$ cat src/slm_pkg.sv
// slm_pkg: shared types, widths and constants for the stereo RMS level meter.
// No dependencies; every other file in src imports it.
package slm_pkg;

    localparam int MAX_FRAMES  = 256;   // frames accumulated per buffer at most
    localparam int SMP_W       = 16;    // Q1.15 sample
    localparam int COUNT_W     = 13;    // frame counter
    localparam int SUM_W       = 40;    // Q10.30 square sum
    localparam int LVL_W       = 16;    // Q0.16 levels and weights
    localparam int SCL_W       = 17;    // Q1.16 scaled level
    localparam int DIV_W       = SUM_W; // dividend / quotient width of the shared divider
    localparam int DVR_W       = 16;    // divisor width of the shared divider
    localparam int ROOT_W      = SUM_W / 2;
    localparam int CFG_IDX_W   = 1;
    localparam int CFG_DATA_W  = 16;

    localparam int WEIGHT_ONE  = 65536; // 1.0 in Q0.16
    localparam int ROUND_HALF  = 32768; // 0.5 LSB rounding for the blend
    localparam int SCALE_ONE   = 65536; // 1.0 in Q1.16

    localparam logic [LVL_W-1:0] KEEP_RESET       = 16'd60948; // 0.93
    localparam logic [LVL_W-1:0] FULL_SCALE_RESET = 16'd11141; // 0.17

    localparam logic [CFG_IDX_W-1:0] CFG_SMOOTH_KEEP = 1'd0;
    localparam logic [CFG_IDX_W-1:0] CFG_FULL_SCALE  = 1'd1;

    typedef struct packed {
        logic signed [SMP_W-1:0] left_sample;
        logic signed [SMP_W-1:0] right_sample;
        logic                    last_frame;
    } t_slm_in;

    typedef struct packed {
        logic [LVL_W-1:0] buffer_rms;
        logic [LVL_W-1:0] smoothed_level;
        logic [SCL_W-1:0] scaled_level;
    } t_slm_out;

    typedef enum logic [2:0] {
        ST_IDLE,
        ST_ACC,
        ST_MEAN,
        ST_ROOT,
        ST_BLEND,
        ST_SCALE,
        ST_OUT
    } t_slm_state;

endpackage

$ cat src/stereo_rms_level_meter.sv
// stereo_rms_level_meter: top level, sequencer, serial blend multiplier and output register.
// Depends on slm_pkg, slm_sqacc, slm_div and slm_sqrt.
//
// Stereo RMS meter. Each accepted item is one stereo frame; both samples are
// squared by a bit-serial squarer (one partial product per cycle, 16 per
// channel) and added to a saturating 40-bit sum, and the next frame is taken
// only once both squares are in the sum. Frames past MAX_FRAMES in one buffer
// are dropped from the sum. A frame with last_frame set also runs the result
// path: a restoring divide for the mean square, a square root (two bits per
// cycle), a shift-add blend into the smoothed level, and a second pass of the
// same divider to scale against r_full_scale. The result goes to an output
// register; the block takes new frames while it waits there, and only stalls
// if a second result is ready before the first is taken. A full scale of zero
// yields scaled_level 0. Configuration writes are registered, with no read-back,
// and should be made while no buffer is in progress.
module stereo_rms_level_meter (
    input  logic                                i_clk,
    input  logic                                i_rst_n,
    input  logic                                i_in_valid,
    output logic                                o_in_ready,
    input  slm_pkg::t_slm_in                    i_in_data,
    output logic                                o_out_valid,
    input  logic                                i_out_ready,
    output slm_pkg::t_slm_out                   o_out_data,
    input  logic                                i_cfg_we,
    input  logic [slm_pkg::CFG_IDX_W-1:0]       i_cfg_index,
    input  logic [slm_pkg::CFG_DATA_W-1:0]      i_cfg_data
);
    import slm_pkg::*;

    localparam int BLEND_STEPS = LVL_W + 1;          // keep weight spans 17 bits
    localparam int STEP_W      = $clog2(BLEND_STEPS);
    localparam int BL_W        = 2 * LVL_W + 2;      // two Q0.32 products plus rounding

    t_slm_state         r_state;
    t_slm_state         n_state;

    // config
    logic [LVL_W-1:0]   r_keep;
    logic [LVL_W-1:0]   r_full_scale;

    // datapath
    logic               r_last;
    logic [LVL_W-1:0]   r_rms;
    logic [LVL_W-1:0]   r_level;
    logic [BL_W-1:0]    r_bacc;
    logic [BL_W-1:0]    n_bacc;
    logic [STEP_W-1:0]  r_step;
    logic [SCL_W-1:0]   r_scaled;
    logic               r_out_valid;
    t_slm_out           r_out;

    logic               in_fire;
    logic               out_load;
    logic               acc_start;
    logic               acc_clear;
    logic               acc_busy;
    logic               acc_done;
    logic [SUM_W-1:0]   acc_sum;
    logic [COUNT_W-1:0] acc_count;
    logic               div_start;
    logic [DIV_W-1:0]   div_dividend;
    logic [DVR_W-1:0]   div_divisor;
    logic               div_busy;
    logic               div_done;
    logic [DIV_W-1:0]   div_quot;
    logic               sqrt_start;
    logic               sqrt_busy;
    logic               sqrt_done;
    logic [ROOT_W-1:0]  sqrt_root;

    logic [LVL_W:0]     keep_w;
    logic [LVL_W:0]     new_w;
    logic [BL_W-1:0]    term_old;
    logic [BL_W-1:0]    term_new;
    logic [LVL_W-1:0]   blend_lvl;
    logic [LVL_W-1:0]   rms_clamped;
    logic [SCL_W-1:0]   scaled_clamped;

    assign in_fire    = i_in_valid && o_in_ready;
    assign o_in_ready = (r_state == ST_IDLE);

    slm_sqacc u_sqacc (
        .i_clk   (i_clk),
        .i_rst_n (i_rst_n),
        .i_start (acc_start),
        .i_left  (i_in_data.left_sample),
        .i_right (i_in_data.right_sample),
        .i_clear (acc_clear),
        .o_busy  (acc_busy),
        .o_done  (acc_done),
        .o_sum   (acc_sum),
        .o_count (acc_count)
    );

    // one divider: mean square first, then level over full scale
    slm_div u_div (
        .i_clk      (i_clk),
        .i_rst_n    (i_rst_n),
        .i_start    (div_start),
        .i_dividend (div_dividend),
        .i_divisor  (div_divisor),
        .o_busy     (div_busy),
        .o_done     (div_done),
        .o_quot     (div_quot)
    );

    slm_sqrt u_sqrt (
        .i_clk      (i_clk),
        .i_rst_n    (i_rst_n),
        .i_start    (sqrt_start),
        .i_radicand (div_quot),
        .o_busy     (sqrt_busy),
        .o_done     (sqrt_done),
        .o_root     (sqrt_root)
    );

    // blend: keep*old + (1-keep)*rms + 0.5, one bit of each weight per cycle
    assign keep_w   = {1'b0, r_keep};
    assign new_w    = (LVL_W+1)'(WEIGHT_ONE) - keep_w;
    assign term_old = keep_w[r_step] ? (BL_W'(r_level) << r_step) : '0;
    assign term_new = new_w[r_step]  ? (BL_W'(r_rms)   << r_step) : '0;
    assign n_bacc   = r_bacc + term_old + term_new;
    assign blend_lvl = (|n_bacc[BL_W-1:2*LVL_W]) ? '1 : n_bacc[2*LVL_W-1:LVL_W];

    assign rms_clamped    = (|sqrt_root[ROOT_W-1:LVL_W]) ? '1 : sqrt_root[LVL_W-1:0];
    assign scaled_clamped = (div_quot > DIV_W'(SCALE_ONE)) ? SCL_W'(SCALE_ONE)
                                                            : div_quot[SCL_W-1:0];

    always_ff @(posedge i_clk) begin
        if (!i_rst_n) begin
            r_state <= ST_IDLE;
        end else begin
            r_state <= n_state;
        end
    end

    always_comb begin
        n_state      = r_state;
        acc_start    = 1'b0;
        acc_clear    = 1'b0;
        div_start    = 1'b0;
        sqrt_start   = 1'b0;
        out_load     = 1'b0;
        div_dividend = acc_sum;
        div_divisor  = DVR_W'({acc_count, 1'b0});
        case (r_state)
            ST_IDLE: begin
                if (in_fire) begin
                    acc_start = 1'b1;
                    n_state   = ST_ACC;
                end
            end
            ST_ACC: begin
                if (acc_done) begin
                    if (!r_last) begin
                        n_state = ST_IDLE;
                    end else if (acc_count == '0) begin
                        n_state = ST_BLEND;     // empty buffer: RMS is zero
                    end else begin
                        div_start = 1'b1;
                        n_state   = ST_MEAN;
                    end
                end
            end
            ST_MEAN: begin
                if (div_done) begin
                    sqrt_start = 1'b1;
                    acc_clear  = 1'b1;
                    n_state    = ST_ROOT;
                end
            end
            ST_ROOT: begin
                if (sqrt_done) begin
                    n_state = ST_BLEND;
                end
            end
            ST_BLEND: begin
                if (r_step == STEP_W'(BLEND_STEPS-1)) begin
                    div_start    = 1'b1;
                    div_dividend = DIV_W'({blend_lvl, LVL_W'(0)});
                    div_divisor  = r_full_scale;
                    n_state      = ST_SCALE;
                end
            end
            ST_SCALE: begin
                if (div_done) begin
                    n_state = ST_OUT;
                end
            end
            ST_OUT: begin
                if (!r_out_valid || i_out_ready) begin
                    out_load = 1'b1;
                    n_state  = ST_IDLE;
                end
            end
            default: begin
                n_state = ST_IDLE;
            end
        endcase
    end

    // config registers, smoothed level and output valid
    always_ff @(posedge i_clk) begin
        if (!i_rst_n) begin
            r_keep       <= KEEP_RESET;
            r_full_scale <= FULL_SCALE_RESET;
            r_level      <= '0;
            r_out_valid  <= 1'b0;
        end else begin
            if (i_cfg_we) begin
                case (i_cfg_index)
                    CFG_SMOOTH_KEEP: r_keep       <= i_cfg_data;
                    CFG_FULL_SCALE:  r_full_scale <= i_cfg_data;
                    default: ;
                endcase
            end
            if (r_state == ST_BLEND && r_step == STEP_W'(BLEND_STEPS-1)) begin
                r_level <= blend_lvl;
            end
            if (out_load) begin
                r_out_valid <= 1'b1;
            end else if (i_out_ready) begin
                r_out_valid <= 1'b0;
            end
        end
    end

    // payload registers
    always_ff @(posedge i_clk) begin
        if (in_fire) begin
            r_last <= i_in_data.last_frame;
        end
        if (r_state == ST_ACC && n_state == ST_BLEND) begin
            r_rms  <= '0;
            r_bacc <= BL_W'(ROUND_HALF);
            r_step <= '0;
        end else if (r_state == ST_ROOT && sqrt_done) begin
            r_rms  <= rms_clamped;
            r_bacc <= BL_W'(ROUND_HALF);
            r_step <= '0;
        end else if (r_state == ST_BLEND) begin
            r_bacc <= n_bacc;
            r_step <= r_step + 1'b1;
        end
        if (r_state == ST_SCALE && div_done) begin
            r_scaled <= (r_full_scale == '0) ? '0 : scaled_clamped;
        end
        if (out_load) begin
            r_out.buffer_rms     <= r_rms;
            r_out.smoothed_level <= r_level;
            r_out.scaled_level   <= r_scaled;
        end
    end

    assign o_out_valid = r_out_valid;
    assign o_out_data  = r_out;

    a_ready_units_idle: assert property (@(posedge i_clk) disable iff (!i_rst_n)
        o_in_ready |-> (!acc_busy && !div_busy && !sqrt_busy))
        else $error("ready while an arithmetic unit is busy");

    a_result_clears_buffer: assert property (@(posedge i_clk) disable iff (!i_rst_n)
        $rose(o_out_valid) |-> (acc_count == '0))
        else $error("result issued without clearing the frame count");

    a_scaled_bound: assert property (@(posedge i_clk) disable iff (!i_rst_n)
        o_out_valid |-> (o_out_data.scaled_level <= SCL_W'(SCALE_ONE)))
        else $error("scaled level above 1.0");

endmodule

$ cat src/slm_sqacc.sv
// slm_sqacc: bit-serial squarer feeding the saturating 40-bit square sum and frame count.
// Depends on slm_pkg.
module slm_sqacc (
    input  logic                                i_clk,
    input  logic                                i_rst_n,
    input  logic                                i_start,
    input  logic signed [slm_pkg::SMP_W-1:0]    i_left,
    input  logic signed [slm_pkg::SMP_W-1:0]    i_right,
    input  logic                                i_clear,
    output logic                                o_busy,
    output logic                                o_done,
    output logic [slm_pkg::SUM_W-1:0]           o_sum,
    output logic [slm_pkg::COUNT_W-1:0]         o_count
);
    import slm_pkg::*;

    localparam int BIT_W = $clog2(SMP_W);

    logic [SUM_W-1:0]   r_sum;
    logic [SUM_W-1:0]   n_sum;
    logic [COUNT_W-1:0] r_count;
    logic [SMP_W-1:0]   r_mcand;
    logic [SMP_W-1:0]   r_mplier;
    logic [SMP_W-1:0]   r_other;
    logic [BIT_W-1:0]   r_bit;
    logic               r_side;
    logic               r_busy;
    logic               r_done;
    logic [SUM_W:0]     add_full;
    logic [SMP_W-1:0]   mag_l;
    logic [SMP_W-1:0]   mag_r;
    logic               room;

    // magnitude; -32768 maps to 16'h8000 read as unsigned 32768
    assign mag_l = i_left[SMP_W-1]  ? SMP_W'(-i_left)  : SMP_W'(i_left);
    assign mag_r = i_right[SMP_W-1] ? SMP_W'(-i_right) : SMP_W'(i_right);
    assign room  = (r_count < COUNT_W'(MAX_FRAMES));

    // one partial product per cycle, added straight into the sum
    assign add_full = {1'b0, r_sum}
                    + ((SUM_W+1)'(r_mplier[0] ? r_mcand : '0) << r_bit);
    assign n_sum    = add_full[SUM_W] ? '1 : add_full[SUM_W-1:0];

    always_ff @(posedge i_clk) begin
        if (!i_rst_n) begin
            r_sum    <= '0;
            r_count  <= '0;
            r_mcand  <= '0;
            r_mplier <= '0;
            r_other  <= '0;
            r_bit    <= '0;
            r_side   <= 1'b0;
            r_busy   <= 1'b0;
            r_done   <= 1'b0;
        end else begin
            r_done <= 1'b0;
            if (i_clear) begin
                r_sum   <= '0;
                r_count <= '0;
            end else if (i_start && !r_busy) begin
                if (room) begin
                    r_busy   <= 1'b1;
                    r_side   <= 1'b0;
                    r_bit    <= '0;
                    r_mcand  <= mag_l;
                    r_mplier <= mag_l;
                    r_other  <= mag_r;
                end else begin
                    // buffer full: frame is dropped
                    r_done <= 1'b1;
                end
            end else if (r_busy) begin
                r_sum    <= n_sum;
                r_mplier <= r_mplier >> 1;
                r_bit    <= r_bit + 1'b1;
                if (r_bit == BIT_W'(SMP_W-1)) begin
                    if (!r_side) begin
                        r_side   <= 1'b1;
                        r_mcand  <= r_other;
                        r_mplier <= r_other;
                    end else begin
                        r_busy  <= 1'b0;
                        r_done  <= 1'b1;
                        r_count <= r_count + 1'b1;
                    end
                end
            end
        end
    end

    assign o_busy  = r_busy;
    assign o_done  = r_done;
    assign o_sum   = r_sum;
    assign o_count = r_count;

    a_count_bound: assert property (@(posedge i_clk) disable iff (!i_rst_n)
        r_count <= COUNT_W'(MAX_FRAMES))
        else $error("frame count above MAX_FRAMES");

    a_sum_grows: assert property (@(posedge i_clk) disable iff (!i_rst_n)
        ($past(i_rst_n) && !$past(i_clear)) |-> (r_sum >= $past(r_sum)))
        else $error("square sum decreased without a clear");

endmodule

$ cat src/slm_div.sv
// slm_div: restoring divider, one quotient bit per cycle, shared by mean and scaling.
// Depends on slm_pkg.
module slm_div (
    input  logic                        i_clk,
    input  logic                        i_rst_n,
    input  logic                        i_start,
    input  logic [slm_pkg::DIV_W-1:0]   i_dividend,
    input  logic [slm_pkg::DVR_W-1:0]   i_divisor,
    output logic                        o_busy,
    output logic                        o_done,
    output logic [slm_pkg::DIV_W-1:0]   o_quot
);
    import slm_pkg::*;

    localparam int CNT_W = $clog2(DIV_W + 1);

    logic [DIV_W-1:0] r_quot;
    logic [DVR_W-1:0] r_rem;
    logic [DVR_W-1:0] r_dvr;
    logic [CNT_W-1:0] r_cnt;
    logic             r_busy;
    logic             r_done;
    logic [DVR_W:0]   trial;
    logic [DVR_W:0]   diff;
    logic             fits;

    // dividend bits shift out the top of r_quot as quotient bits shift in
    assign trial = {r_rem, r_quot[DIV_W-1]};
    assign diff  = trial - {1'b0, r_dvr};
    assign fits  = (trial >= {1'b0, r_dvr});

    always_ff @(posedge i_clk) begin
        if (!i_rst_n) begin
            r_quot <= '0;
            r_rem  <= '0;
            r_dvr  <= '0;
            r_cnt  <= '0;
            r_busy <= 1'b0;
            r_done <= 1'b0;
        end else begin
            r_done <= 1'b0;
            if (i_start && !r_busy) begin
                r_quot <= i_dividend;
                r_dvr  <= i_divisor;
                r_rem  <= '0;
                r_cnt  <= CNT_W'(DIV_W);
                r_busy <= 1'b1;
            end else if (r_busy) begin
                r_rem  <= fits ? diff[DVR_W-1:0] : trial[DVR_W-1:0];
                r_quot <= {r_quot[DIV_W-2:0], fits};
                r_cnt  <= r_cnt - 1'b1;
                if (r_cnt == CNT_W'(1)) begin
                    r_busy <= 1'b0;
                    r_done <= 1'b1;
                end
            end
        end
    end

    assign o_busy = r_busy;
    assign o_done = r_done;
    assign o_quot = r_quot;

endmodule

$ cat src/slm_sqrt.sv
// slm_sqrt: digit-by-digit floored square root, two radicand bits per cycle.
// Depends on slm_pkg.
module slm_sqrt (
    input  logic                        i_clk,
    input  logic                        i_rst_n,
    input  logic                        i_start,
    input  logic [slm_pkg::SUM_W-1:0]   i_radicand,
    output logic                        o_busy,
    output logic                        o_done,
    output logic [slm_pkg::ROOT_W-1:0]  o_root
);
    import slm_pkg::*;

    localparam int CNT_W = $clog2(ROOT_W + 1);

    logic [SUM_W-1:0]  r_rad;
    logic [ROOT_W-1:0] r_root;
    logic [ROOT_W+1:0] r_rem;
    logic [CNT_W-1:0]  r_cnt;
    logic              r_busy;
    logic              r_done;
    logic [ROOT_W+1:0] rem_sh;
    logic [ROOT_W+1:0] trial;
    logic              fits;

    // remainder stays below 2^ROOT_W before the shift, so its top bits drop
    assign rem_sh = {r_rem[ROOT_W-1:0], r_rad[SUM_W-1 -: 2]};
    assign trial  = {r_root, 2'b01};
    assign fits   = (rem_sh >= trial);

    always_ff @(posedge i_clk) begin
        if (!i_rst_n) begin
            r_rad  <= '0;
            r_root <= '0;
            r_rem  <= '0;
            r_cnt  <= '0;
            r_busy <= 1'b0;
            r_done <= 1'b0;
        end else begin
            r_done <= 1'b0;
            if (i_start && !r_busy) begin
                r_rad  <= i_radicand;
                r_root <= '0;
                r_rem  <= '0;
                r_cnt  <= CNT_W'(ROOT_W);
                r_busy <= 1'b1;
            end else if (r_busy) begin
                r_rem  <= fits ? (rem_sh - trial) : rem_sh;
                r_root <= {r_root[ROOT_W-2:0], fits};
                r_rad  <= r_rad << 2;
                r_cnt  <= r_cnt - 1'b1;
                if (r_cnt == CNT_W'(1)) begin
                    r_busy <= 1'b0;
                    r_done <= 1'b1;
                end
            end
        end
    end

    assign o_busy = r_busy;
    assign o_done = r_done;
    assign o_root = r_root;

endmodule
$ cat config.mk
export PLATFORM = sky130hd
export DESIGN_NAME = stereo_rms_level_meter
export DESIGN_NICKNAME = d
export VERILOG_FILES = /design/src/slm_pkg.sv /design/src/stereo_rms_level_meter.sv /design/src/slm_sqacc.sv /design/src/slm_div.sv /design/src/slm_sqrt.sv
export SDC_FILE = /design/constraint.sdc
export NUM_CORES = 1
export LEC_CHECK = 0
export BUFFER_PORTS_ARGS = -buffer_cell sky130_fd_sc_hd__buf_2
export CAP_MARGIN = 10
export CORE_ASPECT_RATIO = 0.75
export CORE_UTILIZATION = 30
export DETAILED_ROUTE_END_ITERATION = 6
export SLEW_MARGIN = 20
export SYNTH_ARGS = -nofsm -noshare
export SYNTH_HDL_FRONTEND = slang
export SYNTH_SLANG_ARGS = --single-unit
$ cat constraint.sdc
create_clock -name i_clk -period 16.8 [get_ports i_clk]
set_input_delay 3.36 -clock i_clk [delete_from_list [all_inputs] [get_ports i_clk]]
set_output_delay 3.36 -clock i_clk [all_outputs]
set_load 0.02 [all_outputs]
==> run metrics <==
Placer Congestion=0.944; CP Capture Point=r_level[13]; final instance area=30,700 um^2; Worst Path Max Fanout=54; Post-synth EDFFs=67; violated checks=DRC; Reg area=9670 um^2; CP arrival=7270 ps; WHS Path Cells=0; Root Buffer=clkbuf_16; RR Startpoint=r_step[3]; top-level port count=106; Pint=0.00184 W; outcome=finished with violations; post-CTS sizing=0; unrepaired setup endpoints after global routing=false; FF-to-FF End=r_level[13]; Flop pwr share=46.6%; via/cell ratio=5.26; Sink Count=449; ANT nets after route=0; initial antenna violation count=4; Critical Path Start=r_step[3]; Most used DFF post-synth=dfxtp_1; Congestion Overflow GR=0; clock skew=23.0 ps; row count=95; sequential element share of the synthesized area=35.2%; post-synth cell types=95; Filler cells=9,496; Combinational Power Share=6.0%; Slew HR=31.6%; Post-Synthesis Cells=3,356; clock slew at reported path FFs=60 ps; Slew Limit Fails=0; # DRC=2; H-tree levels=2; Tmin final=6770 ps; crit share post-route=40.3%; clock power share=47.4%; post-place instance area=29,000 um^2; Worst Path Buf+Inv=2; Num CTS Buffers=50; most frequent CP cell=fa_1; Tot GR Track Use=17.0%; R2R Setup Slk=10,030 ps; fmax=148 MHz; vias in the first global route=22,200; Net Sw Power=0.000596 W; largest net degree at the start of global routing=97; CP Class=reg -> reg; mapped cell area=27,500 um^2; die area=92,800 um^2; worst hold path class=reg -> reg; layout cells sized above 1=9.85%; DR WL/cell=17.5 um; Worst path depth=18; Critical-path top delay cell=clkinv_1; Initial Utilization=30.5%; CP Capture Type=flop; DP Wirelength=58.0 mm; Post-CTS Hold Buffers=0; VDD IR max=0.0675 mV; Worst-Skew Late Latency=620 ps; Leak=11.5 nW; worst slew pin tran=1020 ps; Post-CTS Setup Repair Bufs=0; DR vias=24,200; CP Launch Type=flop; post-synthesis async set-or-reset flop share=0%; Setup Viol. Count Final=0; first-pass GRT wire length=127 mm; hold slack=420 ps; Area Growth Syn to Fin=11.9%; input/output buffers=105; WL final=80.5 mm; max cap viols=0; #FFs+latches synth=449; chip height=264 um; fin nets=3,544; area of the multi-input gates=16,600 um^2; Fin. Hold Viols=0; Max clock buf depth=3; worst r2r path cells=18; CP required=17,290 ps; Die W=351 um; critical-path cell list=buf_4 > clkinv_1 > mux4_2 > nand2b_1 > or3_1 > nor3_1 > fa_1 > ha_1 > fa_1 > a211oi_2 > o21bai_2 > o211ai_1 > a31oi_1 > a311oi_2 > o21a_2 > xnor3_1 > or2_1 > o221a_1; core area=90,100 um^2; drt pass-1 iters=7; switching part of the total power=24.5%; Power Density=79.2 nW/um^2; CTS tree=built; YS warnings=0; syn avg cell area=8.19 um^2; Iter 0 DRT Violations=2,190; delay-heaviest family, CP=compound AO/OA/AOI/OAI gates; CP max stage delay=630 ps; TNS Setup=0 ps
layer usage:
metal	global-route usage (%)	part of all wire [%]
met1	24.8	49
met3	2.77	5.5
met5	0	0.048
met2	25.1	42
met4	5.37	3.1
cells in the mapped netlist, drive strengths merged, types with 8 or more instances:
cell type / n / area [um^2]
a211o: 8 / 70.1
a211oi: 74 / 561
a21boi: 16 / 120
a21o: 46 / 345
a21oi: 323 / 1620
a22oi: 30 / 230
a311oi: 22 / 205
a31oi: 42 / 263
and2: 43 / 269
and3: 22 / 138
buf: 47 / 214
clkbuf: 162 / 608
dfxtp: 382 / 7650
edfxtp: 67 / 2010
fa: 36 / 721
ha: 113 / 1410
inv: 116 / 435
mux2: 42 / 473
mux2i: 101 / 1010
mux4: 24 / 541
nand2: 437 / 1640
nand2b: 35 / 219
nand3: 97 / 485
nand4: 28 / 175
nor2: 371 / 1400
nor2b: 46 / 288
nor3: 57 / 297
nor4: 21 / 131
o211ai: 39 / 293
o21a: 21 / 159
o21ai: 170 / 855
o21bai: 9 / 75.1
o221a: 8 / 90.1
o22ai: 30 / 188
o31ai: 15 / 118
or2: 11 / 68.8
or3: 29 / 181
xnor2: 59 / 517
xor2: 61 / 534
cells by family (layout without fill, tap and decap cells):
family,after synthesis,after routing,share of synthesized area [%]
simple gates,1234,1234,20.4
compound gates,908,908,20.8
flops,449,449,35.2
buf+inv,327,350,4.60
mux,167,167,7.37
fa+ha+maj,149,149,7.77
xor+xnor,121,121,3.91
other cells,1,5,0.0137
through the flow:
step | std cells | total power (W) | setup slack [ps] | util [%]
2_1_floorplan | 3358 | 0.00125 | 10880 | -
3_3_place_gp | 4500 | 0.00130 | 10220 | 32.2
5_1_grt | 4594 | 0.00252 | 9520 | 34.1
6_report | 4595 | 0.00243 | 10030 | 34.1
4_1_cts | 4593 | 0.00246 | 10060 | 34.1
3_5_place_dp | 4500 | 0.00130 | 10110 | 32.2
cell usage in the layout (no fill, tap or decap), drive strengths merged, types with 9 or more instances in the layout:
cell type | Yosys | final
o21bai | 9 | 9
o21a | 21 | 21
or3 | 29 | 29
mux2i | 101 | 101
nand2 | 437 | 437
mux4 | 24 | 24
a21oi | 323 | 323
a311oi | 22 | 22
nor3 | 57 | 57
nand3 | 97 | 97
inv | 116 | 119
o21ai | 170 | 170
a21boi | 16 | 16
o22ai | 30 | 30
a21o | 46 | 46
mux2 | 42 | 42
ha | 113 | 113
buf | 47 | 139
clkinv | 2 | 13
and2 | 43 | 43
o31ai | 15 | 15
xnor2 | 59 | 59
and3 | 22 | 22
nor2 | 371 | 371
a22oi | 30 | 30
or2 | 11 | 11
nand2b | 35 | 35
nor4 | 21 | 21
a31oi | 42 | 42
nand4 | 28 | 28
dfxtp | 382 | 382
o211ai | 39 | 39
xor2 | 61 | 61
edfxtp | 67 | 67
nor2b | 46 | 46
a211oi | 74 | 74
clkbuf | 162 | 67
fa | 36 | 36
worst reg2reg max path: cells and delay by family (launching register included):
kind,cells,cell delay [ps]
compound gates,7,1830
xor+xnor,1,280
fa+ha+maj,3,1170
buf+inv,2,1050
flops,1,310
mux,1,540
simple gates,4,1480
final cells by class:
| type | count | share of cell area [%] |
|---|---|---|
| multi-input cells | 2582 | 54.0 |
| repair buffers | 139 | 2.55 |
| clock buffers | 67 | 4.48 |
| inverters | 118 | 1.45 |
| flip-flops and latches | 449 | 31.5 |
| clock inverters | 26 | 1.12 |
| well taps | 1212 | 4.93 |
| diodes | 2 | 0.0163 |
power by group through the flow:
stage               sequential (W)  clock (W)  combinational [W]
floorplan                  0.00114          0           0.000108
global placement           0.00116          0           0.000143
detailed placement         0.00116          0           0.000144
CTS                        0.00113    0.00118           0.000145
global route               0.00114    0.00122           0.000162
finish                     0.00113    0.00115           0.000145
registers in the layout, summed over array words and instances (netlist names), 17 cells and up:
register / count
u_sqacc.o_sum: 40
u_div.o_quot: 40
u_sqrt.r_rem: 20
r_scaled: 17
u_sqrt.o_root: 20
o_out_data: 49
u_sqrt.r_rad: 40
r_bacc: 34
worst min-delay path by stage:
stage	startpoint	endpoint	slack, ps
CTS	r_scaled[2]	o_out_data[2]	420
detailed placement	r_scaled[3]	o_out_data[3]	410
finish	r_scaled[3]	o_out_data[3]	420
global route	r_scaled[1]	o_out_data[1]	430
global placement	r_scaled[1]	o_out_data[1]	400
floorplan	r_scaled[0]	o_out_data[0]	400
Power figures use the tool's default switching activity.
